### config.mk
export PLATFORM = sky130hd
export DESIGN_NAME = event_deadline_scheduler_core
export DESIGN_NICKNAME = d
export VERILOG_FILES = /design/src/design/eds_pkg.sv /design/src/design/eds_slot_mem.sv /design/src/design/eds_cmp_unit.sv /design/src/design/event_deadline_scheduler_core.sv
export SDC_FILE = /design/constraint.sdc
export NUM_CORES = 2
export LEC_CHECK = 0
export BUFFER_PORTS_ARGS = -buffer_cell sky130_fd_sc_hd__buf_2
export CELL_PAD_IN_SITES_DETAIL_PLACEMENT = 1
export CELL_PAD_IN_SITES_GLOBAL_PLACEMENT = 2
export CORE_MARGIN = 2
export CORE_UTILIZATION = 28
export DETAILED_ROUTE_END_ITERATION = 10
export GPL_TIMING_DRIVEN = 0
export HOLD_SLACK_MARGIN = 0.05
export PLACE_DENSITY = 0.52
export SETUP_SLACK_MARGIN = 0.02
export SLEW_MARGIN = 20
export SYNTH_ARGS = -nofsm -noshare
export SYNTH_HDL_FRONTEND = slang
export SYNTH_SLANG_ARGS = --single-unit
### constraint.sdc
create_clock -name clk -period 24.1 [get_ports clk]
set_input_delay 4.82 -clock clk [delete_from_list [all_inputs] [get_ports clk]]
set_output_delay 4.82 -clock clk [all_outputs]
set_load 0.02 [all_outputs]
### src/design/eds_pkg.sv
package eds_pkg;

  // Widths of the fixed input and result fields.
  localparam int SLOT_W  = 5;
  localparam int DELAY_W = 31;
  localparam int CYC_W   = 32;

  // Shared arithmetic unit operations.
  localparam logic OP_ADD = 1'b0;
  localparam logic OP_SUB = 1'b1;

  // Command codes.
  localparam logic CMD_SCHEDULE = 1'b0;
  localparam logic CMD_TEST     = 1'b1;

  // Result kinds.
  localparam logic KIND_FIRED  = 1'b0;
  localparam logic KIND_REPORT = 1'b1;

  // Test walk over the fixed slot list.
  localparam int VISIT_IDX_W = 4;
  localparam logic [VISIT_IDX_W-1:0] VISIT_LAST = 4'd9;

  // Compare flags from the shared unit.
  typedef struct packed {
    logic ge_s;  // difference, taken as signed, is at least the delay
    logic gt_s;  // difference, taken as signed, exceeds the delay
    logic gt_u;  // difference, taken as unsigned, exceeds the delay
  } eds_flags_t;

  // Slot visited at each step of a test.
  function automatic logic [SLOT_W-1:0] visit_slot(input logic [VISIT_IDX_W-1:0] idx);
    logic [SLOT_W-1:0] s;
    unique case (idx)
      4'd0:    s = 5'd9;
      4'd1:    s = 5'd10;
      4'd2:    s = 5'd16;
      4'd3:    s = 5'd19;
      4'd4:    s = 5'd17;
      4'd5:    s = 5'd18;
      4'd6:    s = 5'd11;
      4'd7:    s = 5'd12;
      4'd8:    s = 5'd20;
      4'd9:    s = 5'd21;
      default: s = 5'd0;
    endcase
    return s;
  endfunction

endpackage

### src/design/eds_slot_mem.sv
module eds_slot_mem import eds_pkg::*; #(
  parameter int NUM_SLOTS = 32,
  parameter int AW = $clog2(NUM_SLOTS)
) (
  input  logic               clk,
  input  logic               wr_en,
  input  logic [AW-1:0]      wr_addr,
  input  logic [CYC_W-1:0]   wr_start,
  input  logic [DELAY_W-1:0] wr_delay,
  input  logic               rd_en,
  input  logic [AW-1:0]      rd_addr,
  output logic [CYC_W-1:0]   rd_start,
  output logic [DELAY_W-1:0] rd_delay
);

  logic [CYC_W+DELAY_W-1:0] mem [NUM_SLOTS];
  logic [CYC_W+DELAY_W-1:0] rd_data_r;

  // One write port, taken when a slot is scheduled.
  always_ff @(posedge clk) begin
    if (wr_en) begin
      mem[wr_addr] <= {wr_start, wr_delay};
    end
  end

  // One registered read port; the data holds until the next read.
  always_ff @(posedge clk) begin
    if (rd_en) begin
      rd_data_r <= mem[rd_addr];
    end
  end

  assign rd_start = rd_data_r[CYC_W+DELAY_W-1:DELAY_W];
  assign rd_delay = rd_data_r[DELAY_W-1:0];

endmodule

### src/design/eds_cmp_unit.sv
module eds_cmp_unit import eds_pkg::*; (
  input  logic               op,
  input  logic [CYC_W-1:0]   a,
  input  logic [CYC_W-1:0]   b,
  input  logic [DELAY_W-1:0] d,
  output logic [CYC_W-1:0]   sum,
  output eds_flags_t         flags
);

  // One wrapping adder, inverting b for a subtract.
  always_comb begin
    if (op == OP_SUB) begin
      sum = a + ~b + 32'd1;
    end else begin
      sum = a + b;
    end
  end

  // The delay is never negative, so a negative difference never reaches it.
  always_comb begin
    flags.ge_s = !sum[CYC_W-1] && (sum[DELAY_W-1:0] >= d);
    flags.gt_s = !sum[CYC_W-1] && (sum[DELAY_W-1:0] > d);
    flags.gt_u = sum[CYC_W-1] || (sum[DELAY_W-1:0] > d);
  end

endmodule

### src/design/event_deadline_scheduler_core.sv
// Event deadline scheduler core.
// Input channel: a command is transferred at a rising edge with start high and
// busy low. A schedule command arms in_slot with in_now_cycle and in_delay and
// may pull the earliest deadline in; a slot at or above NUM_SLOTS is ignored.
// A test command loads in_counter_deadline as the deadline, then walks slots
// 9, 10, 16, 19, 17, 18, 11, 12, 20 and 21.
// Result channel: out_valid is high for exactly one cycle per result. Each
// visited pending slot that is due gives a fired result; the test ends with
// one deadline report carrying out_last. The receiver cannot stall the block.
// Operation: all slot arithmetic goes through one shared adder and compare
// unit; slot data comes from a memory with one write port and a registered
// read port. A schedule keeps busy high for a compare step and, when the new
// deadline is sooner, an add step; busy stays low when its slot is ignored. A
// test reads each visited slot, checks a pending one for due or pull-in, then
// reports; each result appears in the cycle after the step that produced it.
// Reset clears the pending set, the deadline and the sequencer; slot memory
// is not cleared, since only pending slots are ever read.
module event_deadline_scheduler_core import eds_pkg::*; #(
  parameter int NUM_SLOTS = 32
) (
  input  logic               clk,
  input  logic               rst_n,
  input  logic               start,
  output logic               busy,
  input  logic               in_command,
  input  logic [SLOT_W-1:0]  in_slot,
  input  logic [DELAY_W-1:0] in_delay,
  input  logic [CYC_W-1:0]   in_now_cycle,
  input  logic [CYC_W-1:0]   in_counter_deadline,
  output logic               out_valid,
  output logic               out_kind,
  output logic [SLOT_W-1:0]  out_fired_slot,
  output logic [CYC_W-1:0]   out_next_deadline,
  output logic               out_last
);

  localparam int AW = $clog2(NUM_SLOTS);
  localparam logic [SLOT_W:0] SLOT_LIMIT = (SLOT_W+1)'(NUM_SLOTS);

  localparam logic [2:0] ST_IDLE      = 3'd0;
  localparam logic [2:0] ST_SCHED_CMP = 3'd1;
  localparam logic [2:0] ST_SCHED_ADD = 3'd2;
  localparam logic [2:0] ST_READ      = 3'd3;
  localparam logic [2:0] ST_DUE       = 3'd4;
  localparam logic [2:0] ST_GAP       = 3'd5;
  localparam logic [2:0] ST_PULL      = 3'd6;
  localparam logic [2:0] ST_REPORT    = 3'd7;

  logic [2:0]             state_r, state_nxt;
  logic [NUM_SLOTS-1:0]   pend_r, pend_nxt;
  logic [CYC_W-1:0]       ed_r, ed_nxt;
  logic [CYC_W-1:0]       now_r, now_nxt;
  logic [DELAY_W-1:0]     delay_r, delay_nxt;
  logic [VISIT_IDX_W-1:0] idx_r, idx_nxt;

  logic                   out_valid_r, out_valid_nxt;
  logic                   out_kind_r, out_kind_nxt;
  logic [SLOT_W-1:0]      out_slot_r, out_slot_nxt;
  logic [CYC_W-1:0]       out_dl_r, out_dl_nxt;
  logic                   out_last_r, out_last_nxt;

  logic                   accept;
  logic                   in_range;
  logic                   mem_we;
  logic                   rd_en;
  logic [SLOT_W-1:0]      cur_slot;
  logic [CYC_W-1:0]       rd_start;
  logic [DELAY_W-1:0]     rd_delay;

  logic                   u_op;
  logic [CYC_W-1:0]       u_a, u_b, u_sum;
  logic [DELAY_W-1:0]     u_d;
  eds_flags_t             u_flags;

  assign busy     = (state_r != ST_IDLE);
  assign accept   = start && !busy;
  assign in_range = ({1'b0, in_slot} < SLOT_LIMIT);
  assign mem_we   = accept && (in_command == CMD_SCHEDULE) && in_range;
  assign cur_slot = visit_slot(idx_r);

  eds_slot_mem #(
    .NUM_SLOTS (NUM_SLOTS),
    .AW        (AW)
  ) u_mem (
    .clk      (clk),
    .wr_en    (mem_we),
    .wr_addr  (in_slot[AW-1:0]),
    .wr_start (in_now_cycle),
    .wr_delay (in_delay),
    .rd_en    (rd_en),
    .rd_addr  (cur_slot[AW-1:0]),
    .rd_start (rd_start),
    .rd_delay (rd_delay)
  );

  eds_cmp_unit u_cmp (
    .op    (u_op),
    .a     (u_a),
    .b     (u_b),
    .d     (u_d),
    .sum   (u_sum),
    .flags (u_flags)
  );

  // Operand selection for the shared unit.
  always_comb begin
    u_op = OP_SUB;
    u_a  = ed_r;
    u_b  = now_r;
    u_d  = delay_r;
    unique case (state_r)
      ST_SCHED_ADD: begin
        u_op = OP_ADD;
        u_a  = now_r;
        u_b  = {1'b0, delay_r};
      end
      ST_DUE: begin
        u_a = now_r;
        u_b = rd_start;
        u_d = rd_delay;
      end
      ST_GAP: begin
        u_b = rd_start;
        u_d = rd_delay;
      end
      ST_PULL: begin
        u_op = OP_ADD;
        u_a  = rd_start;
        u_b  = {1'b0, rd_delay};
      end
      default: begin
      end
    endcase
  end

  // Sequencer for schedule and test commands.
  always_comb begin
    state_nxt     = state_r;
    pend_nxt      = pend_r;
    ed_nxt        = ed_r;
    now_nxt       = now_r;
    delay_nxt     = delay_r;
    idx_nxt       = idx_r;
    rd_en         = 1'b0;
    out_valid_nxt = 1'b0;
    out_kind_nxt  = out_kind_r;
    out_slot_nxt  = out_slot_r;
    out_dl_nxt    = out_dl_r;
    out_last_nxt  = out_last_r;

    unique case (state_r)
      ST_IDLE: begin
        if (accept) begin
          now_nxt   = in_now_cycle;
          delay_nxt = in_delay;
          if (in_command == CMD_TEST) begin
            ed_nxt    = in_counter_deadline;
            idx_nxt   = '0;
            state_nxt = ST_READ;
          end else if (in_range) begin
            pend_nxt[in_slot[AW-1:0]] = 1'b1;
            state_nxt = ST_SCHED_CMP;
          end
        end
      end
      ST_SCHED_CMP: begin
        state_nxt = u_flags.gt_u ? ST_SCHED_ADD : ST_IDLE;
      end
      ST_SCHED_ADD: begin
        ed_nxt    = u_sum;
        state_nxt = ST_IDLE;
      end
      ST_READ: begin
        if (pend_r[cur_slot[AW-1:0]]) begin
          rd_en     = 1'b1;
          state_nxt = ST_DUE;
        end else if (idx_r == VISIT_LAST) begin
          state_nxt = ST_REPORT;
        end else begin
          idx_nxt   = idx_r + 1'b1;
          state_nxt = ST_READ;
        end
      end
      ST_DUE: begin
        if (u_flags.ge_s) begin
          pend_nxt[cur_slot[AW-1:0]] = 1'b0;
          out_valid_nxt = 1'b1;
          out_kind_nxt  = KIND_FIRED;
          out_slot_nxt  = cur_slot;
          out_dl_nxt    = '0;
          out_last_nxt  = 1'b0;
          if (idx_r == VISIT_LAST) begin
            state_nxt = ST_REPORT;
          end else begin
            idx_nxt   = idx_r + 1'b1;
            state_nxt = ST_READ;
          end
        end else begin
          state_nxt = ST_GAP;
        end
      end
      ST_GAP: begin
        if (u_flags.gt_s) begin
          state_nxt = ST_PULL;
        end else if (idx_r == VISIT_LAST) begin
          state_nxt = ST_REPORT;
        end else begin
          idx_nxt   = idx_r + 1'b1;
          state_nxt = ST_READ;
        end
      end
      ST_PULL: begin
        ed_nxt = u_sum;
        if (idx_r == VISIT_LAST) begin
          state_nxt = ST_REPORT;
        end else begin
          idx_nxt   = idx_r + 1'b1;
          state_nxt = ST_READ;
        end
      end
      ST_REPORT: begin
        out_valid_nxt = 1'b1;
        out_kind_nxt  = KIND_REPORT;
        out_slot_nxt  = '0;
        out_dl_nxt    = ed_r;
        out_last_nxt  = 1'b1;
        state_nxt     = ST_IDLE;
      end
      default: begin
        state_nxt = ST_IDLE;
      end
    endcase
  end

  // Control state.
  always_ff @(posedge clk) begin
    if (!rst_n) begin
      state_r     <= ST_IDLE;
      pend_r      <= '0;
      ed_r        <= '0;
      out_valid_r <= 1'b0;
    end else begin
      state_r     <= state_nxt;
      pend_r      <= pend_nxt;
      ed_r        <= ed_nxt;
      out_valid_r <= out_valid_nxt;
    end
  end

  // Payload registers.
  always_ff @(posedge clk) begin
    now_r      <= now_nxt;
    delay_r    <= delay_nxt;
    idx_r      <= idx_nxt;
    out_kind_r <= out_kind_nxt;
    out_slot_r <= out_slot_nxt;
    out_dl_r   <= out_dl_nxt;
    out_last_r <= out_last_nxt;
  end

  assign out_valid         = out_valid_r;
  assign out_kind          = out_kind_r;
  assign out_fired_slot    = out_slot_r;
  assign out_next_deadline = out_dl_r;
  assign out_last          = out_last_r;

  // Only the deadline report closes a test.
  a_last_on_report: assert property (@(posedge clk) disable iff (!rst_n)
    out_valid |-> (out_kind == out_last))
    else $error("last flag does not match result kind");

  // A test transfer always starts the slot walk.
  a_test_goes_busy: assert property (@(posedge clk) disable iff (!rst_n)
    (start && !busy && (in_command == CMD_TEST)) |=> busy)
    else $error("test command did not start");

  // Results come only from the due check or the report step.
  a_result_source: assert property (@(posedge clk) disable iff (!rst_n)
    out_valid |-> ($past(state_r) == ST_DUE || $past(state_r) == ST_REPORT))
    else $error("result strobe from an unexpected step");

  // A fired slot is no longer pending.
  a_fired_cleared: assert property (@(posedge clk) disable iff (!rst_n)
    (out_valid && (out_kind == KIND_FIRED)) |-> !pend_r[out_fired_slot[AW-1:0]])
    else $error("fired slot still pending");

endmodule

### After elaboration in Yosys (flattened, before gate mapping)

Memory sizes are Yosys's and may differ from the RTL's. A register that Yosys moved wholly into a read port is not among the register bits.
Index checks and enable logic that the tools add are counted.

| storage, ports and cells | value |
|---|---|
| register bits | 173 |
| memory bits (writable) | 2,016 |
| ROM bits | 80 |
| output and inout port bits | 41 |
| memories | 2 |

| cells by class | value |
|---|---|
| $add $sub $neg | 4 |
| $lt $le $gt $ge | 6 |
| equal/unequal tests | 14 |
| muxes and demuxes | 45 |
| bitwise gates (word level) | 5 |
| reductions and logical operators | 24 |

Memories:

| name | words | width | read ports | clocked after Yosys merged registers in | wr ports | line | text |
|---|---|---|---|---|---|---|---|
| u_mem.mem | 32 | 63 | 1 | 1 | 1 | eds_slot_mem.sv:16 | `logic [CYC_W+DELAY_W-1:0] mem [NUM_SLOTS];` |
| (no name shown) | 16 | 5 | 1 | 1 | 0 | eds_pkg.sv:34 | `unique case (idx)` |

Operator list:

| kind | number |
|---|---|
| 32-bit case mux with 2 select lines | 4 |
| 32-bit two-way mux | 7 |
| 32-bit case mux with 3 select lines | 1 |
| 32-bit adder | 2 |
| 32-bit inverter | 2 |
| 32-bit by 1-bit adder with 32-bit output (second input constant) | 1 |
| 32-bit bitwise AND | 1 |
| 32-bit OR | 1 |
| 31-bit >= comparator | 1 |
| 31-bit > comparator | 1 |
| 31-bit two-way mux | 1 |
| 4-bit two-way mux | 7 |
| 3-bit case mux with 7 select lines | 1 |
| 4-bit case mux with 5 select lines | 1 |
| 3-bit two-way mux | 5 |
| 3-bit == test (second input constant) | 4 |
| 5-bit by 6-bit less-than comparator with 1-bit output (second input constant) | 2 |
| 1-bit demux with 5-bit select | 2 |
| 5-bit by 1-bit >= comparator with 1-bit output (second input constant) | 2 |
| 2-bit != test (second input constant) | 5 |
| 5-bit case mux with 2 select lines | 1 |
| 1-bit two-way mux | 9 |
| 2-bit OR reduction | 4 |
| 3-bit by 2-bit == test with 1-bit output (second input constant) | 2 |
| other kinds (20) | 31 |

### Depth between registers and ports, before layout

| depth | value |
|---|---|
| depth in word-level cells | 12 |
| depth in mapped cells | 39 |

### Cells and area by module

Synthesis repeated with hierarchy kept, for this count alone.

| second synthesis, totals | value |
|---|---|
| cells, all modules | 4,699 |
| area total of the unflattened synthesis | 92,362.3 um2 |

Modules (own cells, without submodules):

| module | times used | cells each | area an instance (um2) |
|---|---|---|---|
| eds_slot_mem | 1 | 3,055 | 78,405.2 |
| event_deadline_scheduler_core | 1 | 991 | 9,591.7 |
| eds_cmp_unit | 1 | 653 | 4,365.4 |

### Least setup slack after synthesis

No wires, ideal clock.

| path | value |
|---|---|
| path kind | input to register |
| start | input port start |
| end | register pend_r[12] |
| library setup time | 0.083 ns |
| arrival | 10.322 ns |
| setup slack | 13.695 ns |
| stages | 7 |
| path buffers | 1 |
| path through | and3_1 nand2b_1 or3_1 clkbuf_1 nor2_1 o21ai_0 a31oi_1 |

| on the way | value |
|---|---|
| cells in the longest elaborated chain, start to end | 3 |

RTL lines:

| item | line | text |
|---|---|---|
| start: declaration | event_deadline_scheduler_core.sv:23 | `input logic start,` |
| 1-bit logical AND | event_deadline_scheduler_core.sv:76 | `assign accept = start && !busy;` |
| 2-bit != test (no source line) | -- |  |
| 4-bit AND reduction (no source line) | -- |  |
| end signal: assignment | event_deadline_scheduler_core.sv:244 | `pend_r <= pend_nxt;` |
| end: declaration | event_deadline_scheduler_core.sv:50 | `logic [NUM_SLOTS-1:0] pend_r, pend_nxt;` |

No other way between the ends.
A chain may end at the register's enable or synchronous reset.

### Final worst setup path

| path | value |
|---|---|
| start | register state_r[0] |
| end | register cur_slot[0] (netlist name) |

| on the way | value |
|---|---|
| cells in the longest elaborated chain, start to end | 12 |
| elaborated cells on any way between the ends | 34 |
| classes of those cells | 3 x add/sub; 2 x order compare; 10 x eq/ne; 6 x mux; 1 x bitwise; 12 x reduce/logical |

RTL lines:

| item | line | text |
|---|---|---|
| start: declaration | event_deadline_scheduler_core.sv:49 | `logic [2:0] state_r, state_nxt;` |
| start signal: assignment | event_deadline_scheduler_core.sv:243 | `state_r <= state_nxt;` |
| 3-bit == test | event_deadline_scheduler_core.sv:111, event_deadline_scheduler_core.sv:151 |  |
| 2-bit OR reduction (no source line) | -- |  |
| 32-bit case mux with 3 select lines | event_deadline_scheduler_core.sv:111 | `unique case (state_r)` |
| 32-bit inverter | eds_cmp_unit.sv:13 | `sum = a + ~b + 32'd1;` |
| 32-bit adder | eds_cmp_unit.sv:13 |  |
| 32-bit by 1-bit adder with 32-bit output | eds_cmp_unit.sv:13 |  |
| 32-bit two-way mux | eds_cmp_unit.sv:12 | `if (op == OP_SUB) begin` |
| 31-bit > comparator (tied with other cells) | eds_cmp_unit.sv:22 | `flags.gt_s = !sum[CYC_W-1] && (sum[DELAY_W-1:0] > d);` |
| 1-bit logical AND (on tied branches) | eds_cmp_unit.sv:22, eds_cmp_unit.sv:21 |  |
| 2-bit != test (no source line) / 2-bit by 1-bit != test with 1-bit output (equally long branches) | -- |  |
| 6-bit AND reduction (no source line) | -- |  |
| 4-bit two-way mux (no source line) * | -- |  |

Every way passes the cells marked *; elsewhere a longest branch is shown, timed or not.

==> impl_metrics.csv <==
group,metric,value,unit
outcome,status,"finished clean",
route,post_drt_wl_per_cell,36.7,um
die,die_h,572,um
route,first_iter_violations,5951,
placement,dp_hpwl,264,mm
global_routing,grt_max_degree,38,
die,die_x,572,um
final_layout,drive_above_1_share,25.9,%
worst_setup_path,worstSetupPathType,"flop to flop",
logic_synthesis,ys_types,78,
clock_network,post_cts_buffers,0,
logic_synthesis,synth_ff_type,"edfxtp_1",
route,drc,0,
logic_synthesis,async_flop_share,0,%
placement,portBuffers,144,
logic_synthesis,syn-num-nets,4862,
worst_setup_path,cp_slowest_stage_delay,870,ps
worst_setup_path,cp_common_cell,"a21oi_1",
logic_synthesis,syn-cell-area,90300,um^2
power_and_ir_drop,peakVddDrop,0.0672,mV
die,num_rows,208,
global_routing,grt_pass1_wl,481,mm
logic_synthesis,synth_area_leader_cell,"edfxtp_1",
global_routing,grt_pass1_vias,52300,
sta,finalSetupViolCount,0,
clock_network,cts_root_buf,"clkbuf_16",
final_layout,final_area,110000,um^2
route,drt_first_pass_iters,5,
logic_synthesis,synthCells,4658,
global_routing,grt_util_all_layers,21.8,%
worst_setup_path,cp-start-kind,"flop",
final_layout,area_growth,21.6,%
sta,finalCritPeriodShare,53.2,%
clock_network,cts_tree,"yes",
clock_network,cts_made_buffers,245,
worst_setup_path,cp-end-kind,"flop",
run,drv_cap,0,
power_and_ir_drop,p_per_area,119,nW/um^2
worst_setup_path,crit_buf_inv,5,
worst_setup_path,crit_required,24890,ps
route,finalWirelength,360,mm
sta,tightest_slew,1190,ps
worst_setup_path,cpMaxStageDelayCell,"a2111oi_0",
logic_synthesis,syn_area_per_cell,19.4,um^2
logic_synthesis,synth_top_area_share,72.6,%
die,ios,145,
clock_network,clk_pin_slew,60,ps
clock_network,clkLatencyLatePin,910,ps
sta,rsz0062_at_grt,"false",
route,avgViaCountPerCell,5.25,
die,dieArea,327000,um^2
clock_network,cts.sinks,2257,
worst_setup_path,critPathTopFamily,"compound AO/OA/AOI/OAI gates",
logic_synthesis,yosysSeqAreaShare,74.3,%
global_routing,antenna_found_initial,52,
worst_hold_path,hp-class,"flop to flop",
final_layout,fillers,31800,
sta,hold_viol,0,
sta,post-route-min-period,12830,ps
clock_network,h-tree-depth,4,
die,start_util,28.1,%
die,core_area,321000,um^2
sta,skew,38.9,ps
route,vias,51400,
logic_synthesis,ys_seq_elements,2257,
logic_synthesis,synth_area_leaders,"edfxtp_1 73%, mux4_2 13%, a22oi_1 2.1%",
worst_setup_path,arrival,13620,ps
sta,setup_tns,0,ps
final_layout,fin_nets,5493,
sta,relSlewSlack,20.9,%
route,ant_nets,0,
placement,post_dp_cell_area,102000,um^2
logic_synthesis,synth_edf_count,2184,
placement,place.gp.congestion,0.868,
sta,finalMaxSlewViolations,0,
clock_network,cts.repair.resized,0,
sta,max_freq,0.0780,GHz
logic_synthesis,yosysWarnings,0,
global_routing,grt_overflow_total,0,
clock_network,clockBufferDepth,4,
worst_setup_path,cp_max_fo,10,
power_and_ir_drop,leakagePower,34.7,nW
clock_network,postCtsHoldBufs,0,
## where the power goes
part	total [mW]	internal, mW	switching [mW]
clock network	3.60	2.01	1.58
logic	4.89	1.72	3.17
registers	4.52	4.43	0.0895
total	13.0	8.16	4.85
## kinds of logic (layout without fill, tap and decap cells)
logic type / after synthesis / count (layout) / share of synthesized area [%]
xor gates and xnor gates: 58 / 58 / 0.563
buffers and inverters: 353 / 1183 / 1.48
adders and majority gates: 100 / 100 / 1.40
AOI/OAI and AO/OA: 758 / 758 / 5.80
and+or+nand+nor: 554 / 554 / 2.98
muxes: 578 / 578 / 13.5
other: 0 / 11 / 0
DFF: 2257 / 2257 / 74.3
## layout make-up
cell class | count | area (um^2) | share of cell area, %
clock inverters | 136 | 1020 | 0.929
clock buffers | 310 | 6420 | 5.85
diodes | 11 | 27.5 | 0.0251
flip-flops and latches | 2257 | 67000 | 61.1
inverters | 71 | 267 | 0.243
multi-input cells | 2048 | 22100 | 20.2
well taps | 4305 | 5390 | 4.91
repair buffers | 384 | 6210 | 5.66
plain buffers | 282 | 1220 | 1.11
## cell usage after synthesis (4+ instances only)
library cell / instances
edfxtp_1: 2184
mux4_2: 512
a22oi_1: 256
clkbuf_1: 215
nor2_1: 163
a21oi_1: 151
nand2_1: 151
o21ai_0: 114
ha_1: 98
nand4_1: 74
dfxtp_1: 73
inv_1: 70
mux2i_1: 65
buf_1: 62
and3_1: 45
xnor2_1: 45
o22ai_1: 33
o221a_2: 31
o22a_1: 30
a311oi_1: 21
nor3_1: 21
a21o_1: 19
nor2b_1: 18
nand2b_1: 17
nand3_1: 16
o21bai_1: 15
xor2_1: 13
a31oi_1: 12
o211ai_1: 11
or3_1: 11
a211oi_1: 8
and2_1: 8
o21a_1: 8
o31ai_1: 8
nand3b_1: 5
a221oi_1: 4
nor4_1: 4
## path summary, 6_finish.rpt
check	cells past startpoint	slack, ps	from	endpoint
worst max register to register	38	11270	state_r[0]	cur_slot[0]
worst min-delay path	2	500	ed_r[5]	ed_r[5]
worst max-delay path	38	11270	state_r[0]	cur_slot[0]
worst min register to register	2	500	ed_r[5]	ed_r[5]
## worst register-to-register path, delay by kind of cell (launching register included)
family                     cells  cell delay [ps]
muxes                          1              460
buffers and inverters          5             2320
DFF                            1              360
adders and majority gates      4             1170
and+or+nand+nor                9             2090
AOI/OAI and AO/OA             18             6060
xor gates and xnor gates       1              230
## metrics by stage
| stage | worst slack [ps] | hold WS, ps | power [mW] | std cells | utilization [%] |
|---|---|---|---|---|---|
| after CTS | 11190 | 498 | 13.1 | 9793 | 34.2 |
| after floorplan | 13690 | 441 | 7.23 | 4658 | - |
| final | 11270 | 498 | 13.0 | 9804 | 34.2 |
| after detailed placement | 11270 | 488 | 9.51 | 9347 | 31.9 |
| after global placement | 2570 | 481 | 9.34 | 9107 | 30.0 |
| after global routing | 10610 | 531 | 13.5 | 9794 | 34.2 |
## state kept, by name, summed over array words and instances, names as in the netlist
register / flops
u_mem.mem: 2016
now_r: 32
idx_r: 4
delay_r: 31
cur_slot: 5
out_last: 1
out_next_deadline: 32
ed_r: 32
out_valid: 1
u_mem.rd_data_r: 63
state_r: 3
pend_r: 32
out_fired_slot: 5
## metal layers
layer  up-vias  wire (um)  global-route usage, %
li1      20700          -                      -
met1     28500     157000                   30.0
met2      1723     172000                   35.7
met3       447      19700                   3.15
met4        40      10800                   6.31
met5         -        261                      0
## layout by cell type, fill, tap and decap left out, types with 118 or more instances in the layout
cell type	instances
edfxtp_1	2184
mux4_2	512
a22oi_1	256
clkbuf_16	246
clkbuf_1	197
buf_2	176
nand2_1	151
a21oi_1	151
nor2_1	131
buf_12	118
(Power assumes the default switching activity.)
